===== config.mk =====
export PLATFORM = sky130hd
export DESIGN_NAME = timed_event_scheduler_flat
export DESIGN_NICKNAME = d
export VERILOG_FILES = /design/src/rtl/tes_pkg.sv /design/src/rtl/tes_if.sv /design/src/rtl/timed_event_scheduler.sv /design/src/flat_wrapper.sv
export SDC_FILE = /design/constraint.sdc
export NUM_CORES = 2
export LEC_CHECK = 0
export ABC_AREA = 1
export BUFFER_PORTS_ARGS = -buffer_cell sky130_fd_sc_hd__clkbuf_2
export CORE_UTILIZATION = 43
export DETAILED_ROUTE_END_ITERATION = 16
export GPL_TIMING_DRIVEN = 0
export PLACE_DENSITY = 0.59
export SLEW_MARGIN = 20
export SYNTH_ARGS = -nofsm -noshare
export SYNTH_HDL_FRONTEND = slang
export SYNTH_SLANG_ARGS = --single-unit

===== constraint.sdc =====
create_clock -name clk -period 12.46 [get_ports clk]
set_input_delay 1.246 -clock clk [delete_from_list [all_inputs] [get_ports clk]]
set_output_delay 1.246 -clock clk [all_outputs]
set_load 0.005 [all_outputs]

===== src/rtl/tes_pkg.sv =====
// ----------------------------------------------------------------------------
// tes_pkg
// Shared types, codes and default sizes of the timed event scheduler.
// ----------------------------------------------------------------------------
package tes_pkg;

  // Default sizes.
  localparam int unsigned COMPONENTS_DEF  = 16;
  localparam int unsigned QUEUE_DEPTH_DEF = 16;
  localparam int unsigned TIMER_SLOTS_DEF = 4;
  localparam int unsigned TIME_BITS_DEF   = 48;

  // Fixed field widths.
  localparam int unsigned OP_W     = 2;
  localparam int unsigned COMP_W   = 4;
  localparam int unsigned SLOT_IN_W = 2;
  localparam int unsigned STATUS_W = 2;

  typedef logic [COMP_W-1:0]   comp_t;
  typedef logic [STATUS_W-1:0] status_t;

  // Request codes.
  typedef enum logic [OP_W-1:0] {
    OP_AT    = 2'd0,
    OP_AFTER = 2'd1,
    OP_MARK  = 2'd2,
    OP_TICK  = 2'd3
  } op_t;

  // Response status codes.
  localparam status_t ST_OK   = 2'd0;
  localparam status_t ST_DUP  = 2'd1;
  localparam status_t ST_FULL = 2'd2;

endpackage


===== src/rtl/tes_if.sv =====
// ----------------------------------------------------------------------------
// tes_in_if / tes_out_if
// Valid/ready channels for requests and results of the event scheduler.
// ----------------------------------------------------------------------------
interface tes_in_if #(
  parameter int unsigned TIME_BITS = tes_pkg::TIME_BITS_DEF
);
  logic                          valid;
  logic                          ready;
  logic [tes_pkg::OP_W-1:0]      op;
  logic [tes_pkg::COMP_W-1:0]    component;
  logic [tes_pkg::SLOT_IN_W-1:0] timer_slot;
  logic [TIME_BITS-1:0]          time_value;
  logic [TIME_BITS-1:0]          now;

  modport source (output valid, op, component, timer_slot, time_value, now, input ready);
  modport sink   (input valid, op, component, timer_slot, time_value, now, output ready);
endinterface

interface tes_out_if;
  logic                         valid;
  logic                         ready;
  logic [tes_pkg::COMP_W-1:0]   component_out;
  logic                         has_component;
  logic                         last;
  logic [tes_pkg::STATUS_W-1:0] status;

  modport source (output valid, component_out, has_component, last, status, input ready);
  modport sink   (input valid, component_out, has_component, last, status, output ready);
endinterface


===== src/rtl/timed_event_scheduler.sv =====
// ----------------------------------------------------------------------------
// timed_event_scheduler
// Sorted timer queue with replace-on-reschedule and two banked ready lists.
// ----------------------------------------------------------------------------
// Channel | Dir | Transaction
// in_ch   | in  | op, component, timer_slot, time_value, now
// out_ch  | out | component_out, has_component, last, status
//
// One request is worked on at a time; in_ch.ready is high only when idle.
// A schedule walks the queue one entry per cycle, first for the same key to
// remove, then for the insert position. A mark walks the add list for a
// duplicate. A tick pops each due timer from the head into a mark walk, then
// swaps the banks and streams the execute list on out_ch. Reset is synchronous
// and needs no sweep. Stalls on out_ch hold the sequencer.
// ----------------------------------------------------------------------------
module timed_event_scheduler #(
  parameter int unsigned COMPONENTS  = tes_pkg::COMPONENTS_DEF,
  parameter int unsigned QUEUE_DEPTH = tes_pkg::QUEUE_DEPTH_DEF,
  parameter int unsigned TIMER_SLOTS = tes_pkg::TIMER_SLOTS_DEF,
  parameter int unsigned TIME_BITS   = tes_pkg::TIME_BITS_DEF
) (
  input  logic      clk,
  input  logic      rst,
  tes_in_if.sink    in_ch,
  tes_out_if.source out_ch
);

  localparam int unsigned QCW   = $clog2(QUEUE_DEPTH + 1);
  localparam int unsigned QAW   = $clog2(QUEUE_DEPTH);
  localparam int unsigned RCW   = $clog2(COMPONENTS + 1);
  localparam int unsigned RAW   = $clog2(COMPONENTS);
  localparam int unsigned IW    = (QCW > RCW) ? QCW : RCW;
  localparam int unsigned SLOTW = (TIMER_SLOTS > 1) ? $clog2(TIMER_SLOTS) : 1;

  typedef logic [TIME_BITS-1:0] time_t;
  typedef logic [SLOTW-1:0]     slot_t;

  typedef enum logic [6:0] {
    S_IDLE = 7'b0000001,
    S_FIND = 7'b0000010,
    S_POS  = 7'b0000100,
    S_MARK = 7'b0001000,
    S_POP  = 7'b0010000,
    S_EMIT = 7'b0100000,
    S_RESP = 7'b1000000
  } state_t;

  // Slot number reduced into the configured slot range.
  function automatic slot_t slot_reduce(input logic [tes_pkg::SLOT_IN_W-1:0] s);
    logic [tes_pkg::SLOT_IN_W:0] r;
    r = {1'b0, s};
    for (int k = 0; k < 4; k++) begin
      if (r >= (tes_pkg::SLOT_IN_W+1)'(TIMER_SLOTS)) begin
        r = r - (tes_pkg::SLOT_IN_W+1)'(TIMER_SLOTS);
      end
    end
    return slot_t'(r);
  endfunction

  // Timer queue and ready lists.
  time_t          q_time [QUEUE_DEPTH];
  tes_pkg::comp_t q_comp [QUEUE_DEPTH];
  slot_t          q_slot [QUEUE_DEPTH];
  logic [QCW-1:0] q_count;
  tes_pkg::comp_t r_ent [2][COMPONENTS];
  logic [RCW-1:0] r_cnt [2];
  logic           bank;

  // Sequencer registers.
  state_t           state;
  logic [IW-1:0]    idx;
  tes_pkg::comp_t   cur_comp;
  slot_t            cur_slot;
  time_t            cur_due;
  time_t            cur_now;
  logic             from_tick;
  tes_pkg::status_t cur_status;

  // Output register.
  logic             o_valid;
  tes_pkg::comp_t   o_comp;
  logic             o_has;
  logic             o_last;
  tes_pkg::status_t o_status;

  logic           out_free;
  logic           add_bank;
  logic [QAW-1:0] qi;
  logic [RAW-1:0] ri;
  logic [TIME_BITS:0] due_sum;
  time_t          due_after;

  // Queue edit controls from the sequencer.
  logic           rm_en;
  logic           ins_en;
  logic [QAW-1:0] edit_pos;

  assign out_free = !o_valid || out_ch.ready;
  assign add_bank = ~bank;
  assign qi       = idx[QAW-1:0];
  assign ri       = idx[RAW-1:0];

  // Saturating due time for schedule-after-delay.
  assign due_sum   = {1'b0, in_ch.now} + {1'b0, in_ch.time_value};
  assign due_after = due_sum[TIME_BITS] ? '1 : due_sum[TIME_BITS-1:0];

  assign in_ch.ready          = (state == S_IDLE);
  assign out_ch.valid         = o_valid;
  assign out_ch.component_out = o_comp;
  assign out_ch.has_component = o_has;
  assign out_ch.last          = o_last;
  assign out_ch.status        = o_status;

  // Queue edits chosen in the current state.
  always_comb begin
    rm_en    = 1'b0;
    ins_en   = 1'b0;
    edit_pos = qi;
    case (state)
      S_FIND: begin
        if (IW'(q_count) != idx && q_comp[qi] == cur_comp &&
            q_slot[qi] == cur_slot) begin
          rm_en = 1'b1;
        end
      end
      S_POS: begin
        if (IW'(q_count) == idx || !(q_time[qi] < cur_due)) begin
          ins_en = 1'b1;
        end
      end
      S_POP: begin
        if (q_count != '0 && q_time[0] <= cur_now) begin
          rm_en    = 1'b1;
          edit_pos = '0;
        end
      end
      default: begin
      end
    endcase
  end

  // Queue storage: parallel shift on remove and insert.
  always_ff @(posedge clk) begin
    for (int j = 0; j < QUEUE_DEPTH; j++) begin
      if (rm_en && QAW'(j) >= edit_pos && j < QUEUE_DEPTH - 1) begin
        q_time[j] <= q_time[j+1];
        q_comp[j] <= q_comp[j+1];
        q_slot[j] <= q_slot[j+1];
      end else if (ins_en && QAW'(j) == edit_pos) begin
        q_time[j] <= cur_due;
        q_comp[j] <= cur_comp;
        q_slot[j] <= cur_slot;
      end else if (ins_en && QAW'(j) > edit_pos && j > 0) begin
        q_time[j] <= q_time[j-1];
        q_comp[j] <= q_comp[j-1];
        q_slot[j] <= q_slot[j-1];
      end
    end
  end

  // Ready list entries: append in the mark walk.
  always_ff @(posedge clk) begin
    if (state == S_MARK && IW'(r_cnt[add_bank]) == idx &&
        r_cnt[add_bank] != RCW'(COMPONENTS)) begin
      r_ent[add_bank][ri] <= cur_comp;
    end
  end

  // Sequencer.
  always_ff @(posedge clk) begin
    if (rst) begin
      state     <= S_IDLE;
      q_count   <= '0;
      r_cnt[0]  <= '0;
      r_cnt[1]  <= '0;
      bank      <= 1'b0;
      o_valid   <= 1'b0;
      idx       <= '0;
      from_tick <= 1'b0;
    end else begin
      if (out_ch.ready) begin
        o_valid <= 1'b0;
      end
      if (rm_en) begin
        q_count <= q_count - 1'b1;
      end
      if (ins_en) begin
        q_count <= q_count + 1'b1;
      end
      case (state)
        S_IDLE: begin
          if (in_ch.valid) begin
            cur_comp  <= in_ch.component;
            cur_slot  <= slot_reduce(in_ch.timer_slot);
            cur_now   <= in_ch.now;
            cur_due   <= (in_ch.op == tes_pkg::OP_AFTER) ? due_after : in_ch.time_value;
            idx       <= '0;
            from_tick <= 1'b0;
            case (in_ch.op)
              tes_pkg::OP_AT, tes_pkg::OP_AFTER: state <= S_FIND;
              tes_pkg::OP_MARK:                  state <= S_MARK;
              default:                           state <= S_POP;
            endcase
          end
        end
        // Look for the same key already queued.
        S_FIND: begin
          if (IW'(q_count) == idx) begin
            if (q_count == QCW'(QUEUE_DEPTH)) begin
              cur_status <= tes_pkg::ST_FULL;
              state      <= S_RESP;
            end else begin
              idx   <= '0;
              state <= S_POS;
            end
          end else if (rm_en) begin
            idx   <= '0;
            state <= S_POS;
          end else begin
            idx <= idx + 1'b1;
          end
        end
        // Find the first entry not earlier than the new due time.
        S_POS: begin
          if (ins_en) begin
            cur_status <= tes_pkg::ST_OK;
            state      <= S_RESP;
          end else begin
            idx <= idx + 1'b1;
          end
        end
        // Duplicate search and append on the add list.
        S_MARK: begin
          if (IW'(r_cnt[add_bank]) == idx) begin
            if (r_cnt[add_bank] == RCW'(COMPONENTS)) begin
              cur_status <= tes_pkg::ST_FULL;
            end else begin
              r_cnt[add_bank] <= r_cnt[add_bank] + 1'b1;
              cur_status      <= tes_pkg::ST_OK;
            end
            state <= from_tick ? S_POP : S_RESP;
          end else if (r_ent[add_bank][ri] == cur_comp) begin
            cur_status <= tes_pkg::ST_DUP;
            state      <= from_tick ? S_POP : S_RESP;
          end else begin
            idx <= idx + 1'b1;
          end
        end
        // Pop due timers from the head, then swap banks.
        S_POP: begin
          idx <= '0;
          if (rm_en) begin
            cur_comp  <= q_comp[0];
            from_tick <= 1'b1;
            state     <= S_MARK;
          end else begin
            bank        <= ~bank;
            r_cnt[bank] <= '0;
            state       <= S_EMIT;
          end
        end
        // Stream out the execute list.
        S_EMIT: begin
          if (out_free) begin
            o_valid  <= 1'b1;
            o_status <= tes_pkg::ST_OK;
            if (r_cnt[bank] == '0) begin
              o_comp <= '0;
              o_has  <= 1'b0;
              o_last <= 1'b1;
              state  <= S_IDLE;
            end else begin
              o_comp <= r_ent[bank][ri];
              o_has  <= 1'b1;
              o_last <= (idx + 1'b1 == IW'(r_cnt[bank]));
              idx    <= idx + 1'b1;
              if (idx + 1'b1 == IW'(r_cnt[bank])) begin
                state <= S_IDLE;
              end
            end
          end
        end
        // Single status result.
        S_RESP: begin
          if (out_free) begin
            o_valid  <= 1'b1;
            o_comp   <= '0;
            o_has    <= 1'b0;
            o_last   <= 1'b1;
            o_status <= cur_status;
            state    <= S_IDLE;
          end
        end
        default: begin
          state <= S_IDLE;
        end
      endcase
    end
  end

endmodule

===== src/flat_wrapper.sv =====
// flat-port wrapper written by rule: the top's interface ports become plain ports
module timed_event_scheduler_flat 
#(
  parameter int unsigned COMPONENTS  = tes_pkg::COMPONENTS_DEF,
  parameter int unsigned QUEUE_DEPTH = tes_pkg::QUEUE_DEPTH_DEF,
  parameter int unsigned TIMER_SLOTS = tes_pkg::TIMER_SLOTS_DEF,
  parameter int unsigned TIME_BITS   = tes_pkg::TIME_BITS_DEF
)
  (clk, rst, in_ch_valid, in_ch_op, in_ch_component, in_ch_timer_slot, in_ch_time_value, in_ch_now, in_ch_ready, out_ch_valid, out_ch_component_out, out_ch_has_component, out_ch_last, out_ch_status, out_ch_ready);
  tes_in_if #(.TIME_BITS(TIME_BITS)) in_ch_i ();
  tes_out_if out_ch_i ();
  input  logic clk;
  input  logic rst;
  input wire logic [$bits(in_ch_i.valid)-1:0] in_ch_valid;
  input wire logic [$bits(in_ch_i.op)-1:0] in_ch_op;
  input wire logic [$bits(in_ch_i.component)-1:0] in_ch_component;
  input wire logic [$bits(in_ch_i.timer_slot)-1:0] in_ch_timer_slot;
  input wire logic [$bits(in_ch_i.time_value)-1:0] in_ch_time_value;
  input wire logic [$bits(in_ch_i.now)-1:0] in_ch_now;
  output wire logic [$bits(in_ch_i.ready)-1:0] in_ch_ready;
  output wire logic [$bits(out_ch_i.valid)-1:0] out_ch_valid;
  output wire logic [$bits(out_ch_i.component_out)-1:0] out_ch_component_out;
  output wire logic [$bits(out_ch_i.has_component)-1:0] out_ch_has_component;
  output wire logic [$bits(out_ch_i.last)-1:0] out_ch_last;
  output wire logic [$bits(out_ch_i.status)-1:0] out_ch_status;
  input wire logic [$bits(out_ch_i.ready)-1:0] out_ch_ready;
  assign in_ch_i.valid = in_ch_valid;
  assign in_ch_i.op = in_ch_op;
  assign in_ch_i.component = in_ch_component;
  assign in_ch_i.timer_slot = in_ch_timer_slot;
  assign in_ch_i.time_value = in_ch_time_value;
  assign in_ch_i.now = in_ch_now;
  assign in_ch_ready = in_ch_i.ready;
  assign out_ch_valid = out_ch_i.valid;
  assign out_ch_component_out = out_ch_i.component_out;
  assign out_ch_has_component = out_ch_i.has_component;
  assign out_ch_last = out_ch_i.last;
  assign out_ch_status = out_ch_i.status;
  assign out_ch_i.ready = out_ch_ready;
  timed_event_scheduler #(.COMPONENTS(COMPONENTS), .QUEUE_DEPTH(QUEUE_DEPTH), .TIMER_SLOTS(TIMER_SLOTS), .TIME_BITS(TIME_BITS)) u_core (.clk(clk), .rst(rst), .in_ch(in_ch_i), .out_ch(out_ch_i));
endmodule

; After elaboration in Yosys (flattened, before gate mapping)
; Memory sizes are Yosys's and may differ from the RTL's. A register that Yosys moved wholly into a read port is not among the register bits.
; Cells that the tools add are included.
[word_totals]
reg_bits = 132
mem_bits_rw = 1002
inputBits = 108
out_inout_bits = 10
elab_cells = 609
memories = 5
[op_classes]
n_addsub = 5
n_lt_le_gt_ge = 34
eq_ne = 49
mux = 330
bitwise = 94
n_reduce_logical = 77
[memory_table]
columns = memory, words, width, rd, rd_clocked_by_memory_dff, wr, line
row1 = u_core.q_time, 16, 48, 17, 1, 16, timed_event_scheduler.sv:61  ; time_t q_time [QUEUE_DEPTH];
row2 = u_core.r_ent, 2, 64, 2, 1, 1, timed_event_scheduler.sv:65  ; tes_pkg::comp_t r_ent [2][COMPONENTS];
row3 = u_core.q_comp, 16, 4, 17, 1, 16, timed_event_scheduler.sv:62  ; tes_pkg::comp_t q_comp [QUEUE_DEPTH];
row4 = u_core.q_slot, 16, 2, 17, 1, 16, timed_event_scheduler.sv:63  ; slot_t q_slot [QUEUE_DEPTH];
row5 = u_core.r_cnt, 2, 5, 2, 1, 2, timed_event_scheduler.sv:66  ; logic [RCW-1:0] r_cnt [2];
[op_table]
columns = cell, count
row1 = 2-to-1 mux 48 bit, 32
row2 = 2-to-1 mux 4 bit, 48
row3 = 2-to-1 mux 1 bit, 171
row4 = bitwise OR 1 bit, 90
row5 = 2-to-1 mux 7 bit, 12
row6 = 2-to-1 mux 2 bit, 38
row7 = 2-to-1 mux 5 bit, 13
row8 = 2-to-1 mux 64 bit, 1
row9 = logical AND 1 bit, 52
row10 = adder 48 x 48 -> 49 bit, 1
row11 = case mux 7 bit (7 select lines), 1
row12 = <= comparator 48 bit, 1
row13 = less-than comparator 48 bit, 1
row14 = binary-select mux 4 bit (select 4 bit), 2
row15 = == test 4 bit (first input constant), 8
row16 = > comparator 4 bit (first input constant), 8
row17 = case mux 5 bit (6 select lines), 1
row18 = >= comparator 4 bit (first input constant), 7
row19 = demux 4 bit (select 4 bit), 1
row20 = == test 3 x 4 -> 1 bit (first input constant), 4
row21 = >= comparator 3 x 4 -> 1 bit (first input constant), 4
row22 = > comparator 3 x 4 -> 1 bit (first input constant), 4
row23 = case mux 4 bit (2 select lines), 2
row24 = adder 5 x 1 -> 5 bit (second input constant), 3
row25 = other kinds (52), 84

; Longest topological paths before layout
; An unclocked memory read counts as a cell.
[depth]
depth_word = 12
mapped_depth = 32

; Worst setup path after synthesis
; No wires, ideal clock.
[synth_timing]
path_type = register -> register
start = register (tool-made name)
end = memory u_core.q_comp[14][0] in the netlist's numbering, enable pin
t_arrival_ps = 6597
required_ps = 11976
path_slack_ps = 5379
path_stages_with_launch = 25
n_path_buf = 7
period_less_slack_ps = 7081
path_cell_list = dfxtp_1 inv_2 buf_4 buf_6 buf_2 clkbuf_1 clkbuf_1 clkbuf_1 a21oi_1 o21ai_0 o21ai_0 o211ai_1 nand2_1 ha_1 nand4_1 nor3_1 nand2_1 nor4_1 nand2_4 nand2_8 nand2_4 nand2_2 inv_2 buf_2 a21oi_1
[synth_rtl]
columns = element, line
row1 = "end, declared", timed_event_scheduler.sv:62

==> results.ini <==
[setup_path]
cp-start-kind = flop
critical_path_class = reg2reg
reg2reg_depth = 24
cp-end-kind = flop
crit_path_max_fanout = 14
worstPathArrival_ns = 11.05
cp_data_required_time_ns = 12.96
ff2ff_setup_slack_ns = 1.92
r2r_end = u_core.q_time[10][24]$_DFFE_PP_

[yosys]
ys_seq_area_share_pct = 45.3
synth_fp_nets = 10084
synth_cells = 9822
yosys_warnings = 0
synth_area_leaders = edfxtp_1 45%, nand2_1 14%, nand3_1 6.9%, nand4_1 6.5%, inv_1 4.9%
async_flop_share_pct = 0
synth.distinct_cells = 64
yosys.area.top_type = edfxtp_1
synth.avg_cell_area_um2 = 7.64
synth_edf_count = 1114
synthFlopType = edfxtp_1
yosysTopAreaCellShare_pct = 44.6
ys_seq_elements = 1139
synth_area_um2 = 75000

[pwr]
total_power_mw = 13.6
ir_drop_uv = 146
power.density_nw_per_um2 = 161
p_leak_nw = 36.1

[layout]
post-route-util_pct = 49.0
drive_gt1_share_pct = 8.21
mostFrequentLayoutCells = 2870 x nand2_1, 1114 x edfxtp_1, 1041 x nand3_1
syn2layout_area_growth_pct = 12.8
regArea_um2 = 34000
finalNetCount = 10401
multi_input_comb_area_um2 = 33800
final_common_cell = nand2_1
n_fill_cell = 17187
final_area_um2 = 84600

[sta]
finalCritPeriodShare_pct = 84.6
hold_viol_final = 0
finalCriticalPeriod_ns = 10.55
tightestPinTransition_ns = 1.45
drv_slew = 0
finClkSkew_ns = 0.0424
max_slew_margin_pct = 3.57
rsz0062_at_grt = no
setup_violations = 0
hold_ws_ns = 0.506
fin_tns_setup_ns = 0
max_freq_mhz = 94.8

[job]
cap_violations = 0

[global_routing]
overflow = 0
grt_max_degree = 47
grt_pass1_wl_um = 525000
grt.total_usage_pct = 42.3
grt_pass1_vias = 70661
antenna_found_initial = 28

[outcome]
outcome = completed

[floorplanning]
initial_utilization_pct = 43.5
row_count = 152
die_x_um = 420
ioPinCount = 118
die_h_um = 420
fp.coreArea_um2 = 172000
fp.dieArea_um2 = 176000

[cts]
clockBufferDepth = 3
clock_latency_ns = 0.83
htreeDepth = 4
clockRootBuffer = clkbuf_16
cts_tree = built
postCtsSetupBuffers = 0
numCtsBuffers = 144
clkTransAtPathRegs_ns = 0.06
cts_hold_buf = 0
cts_resized = 0
clock_sinks = 1139

[min_path]
min_path_cells = 2
worstHoldStart = u_core.state[5]$_SDFFE_PP0P_
hold_path_class = reg2reg
whs_endpoint = u_core.state[5]$_SDFFE_PP0P_

[detailed_routing]
drc = 0
vias_per_cell = 6.10
drt_iter0_drc = 12484
ant_nets = 0
wl_per_cell_um = 30.3
dr_total_vias = 76716
dr.pass1.iters = 10
routed_wl_um = 381000

[placement]
gp_congestion = 1.04
dpl_cell_area_um2 = 79800
hpwl_um = 304000
io_buffers = 117

==> synth_stat cells (33+ instances only) <==
library cell / number
nand2_1: 2870
edfxtp_1: 1114
nand3_1: 1041
inv_1: 979
nand4_1: 778
o21ai_0: 657
a21oi_1: 584
clkbuf_1: 367
nor2_1: 354
buf_2: 257
ha_1: 152
o211ai_1: 141
buf_1: 112
o21ai_1: 65
xor2_1: 39
buf_4: 33
==> how the worst max path moves through the flow <==
stage,to,slack [ns]
after global placement,u_core.q_time[6][22]$_DFFE_PP_,-1.27
final,u_core.q_time[10][24]$_DFFE_PP_,1.92
after floorplan,u_core.q_comp[14][0]$_DFFE_PP_,5.38
after detailed placement,u_core.q_time[10][24]$_DFFE_PP_,2.64
after CTS,u_core.q_time[10][24]$_DFFE_PP_,2.60
after global routing,u_core.q_time[10][24]$_DFFE_PP_,2.31
==> per-stage QoR <==
step | cells | worst slack [ns]
after floorplan | 9822 | 5.38
after global placement | 12249 | -1.27
after detailed placement | 12303 | 2.64
after CTS | 12561 | 2.60
after global routing | 12571 | 2.31
final | 12582 | 1.92
==> sequential cells by signal, summed over array words and instances, names as in the netlist, 4 cells and up, named ones only <==
signal	cells
u_core.q_slot	32
u_core.q_time	768
u_core.r_ent	128
u_core.state	7
u_core.out_ch.component_out	4
u_core.idx	5
u_core.r_cnt	10
u_core.q_comp	64
u_core.q_count	5
u_core.cur_due	48
u_core.cur_comp	4
u_core.cur_now	48
==> layout make-up <==
| cell class | count | area share, % |
|---|---|---|
| multi-input combinational | 6884 | 40.0 |
| clock buffer | 183 | 4.60 |
| tap | 2310 | 3.42 |
| timing repair buffer | 171 | 2.06 |
| sequential | 1139 | 40.1 |
| antenna | 21 | 0.0621 |
| clock inverter | 75 | 0.923 |
| inverter | 1009 | 4.50 |
| buffer | 790 | 4.29 |
==> critical path: stages (launching register included) <==
cell      delay (ns)
dfxtp_1         0.65
buf_4           0.31
clkbuf_1        0.62
clkbuf_1        0.88
clkbuf_1        0.71
clkbuf_1        0.68
nor2_1          0.12
o21ai_0         0.78
o211ai_1        0.19
nand2_1         0.10
ha_1            0.21
nand4_1         0.24
nor3_1          0.41
nand2_1         0.38
nor4_1          1.12
nand2_4         0.33
nand2_8         0.26
nand2_4         0.20
nand2_2         0.22
inv_2           0.09
buf_2           0.34
nor3_4          0.60
buf_16          0.23
buf_8           0.19
buf_6           0.22
==> cells by family after synthesis <==
logic type,synth area share (%)
compound gates,11.0
xor+xnor,0.724
fa+ha+maj,2.59
buf+inv,9.83
flops,45.3
mux,0.0133
simple gates,30.6
==> power breakdown <==
part           switching, mW  internal (mW)  leakage [nW]
Sequential             0.193           4.35          10.2
Clock                   1.83           2.48          2.27
Combinational           3.72           1.02          23.6
==> layer usage <==
layer | global-route usage [%] | up-vias | share of wire, %
met5 | 0 | - | 0.030
met4 | 22.2 | 14 | 5.9
met3 | 13.7 | 915 | 13
met2 | 61.7 | 5362 | 41
met1 | 55.7 | 36068 | 39
li1 | - | 34357 | -
No activity file was read; power rests on OpenSTA's default activity.
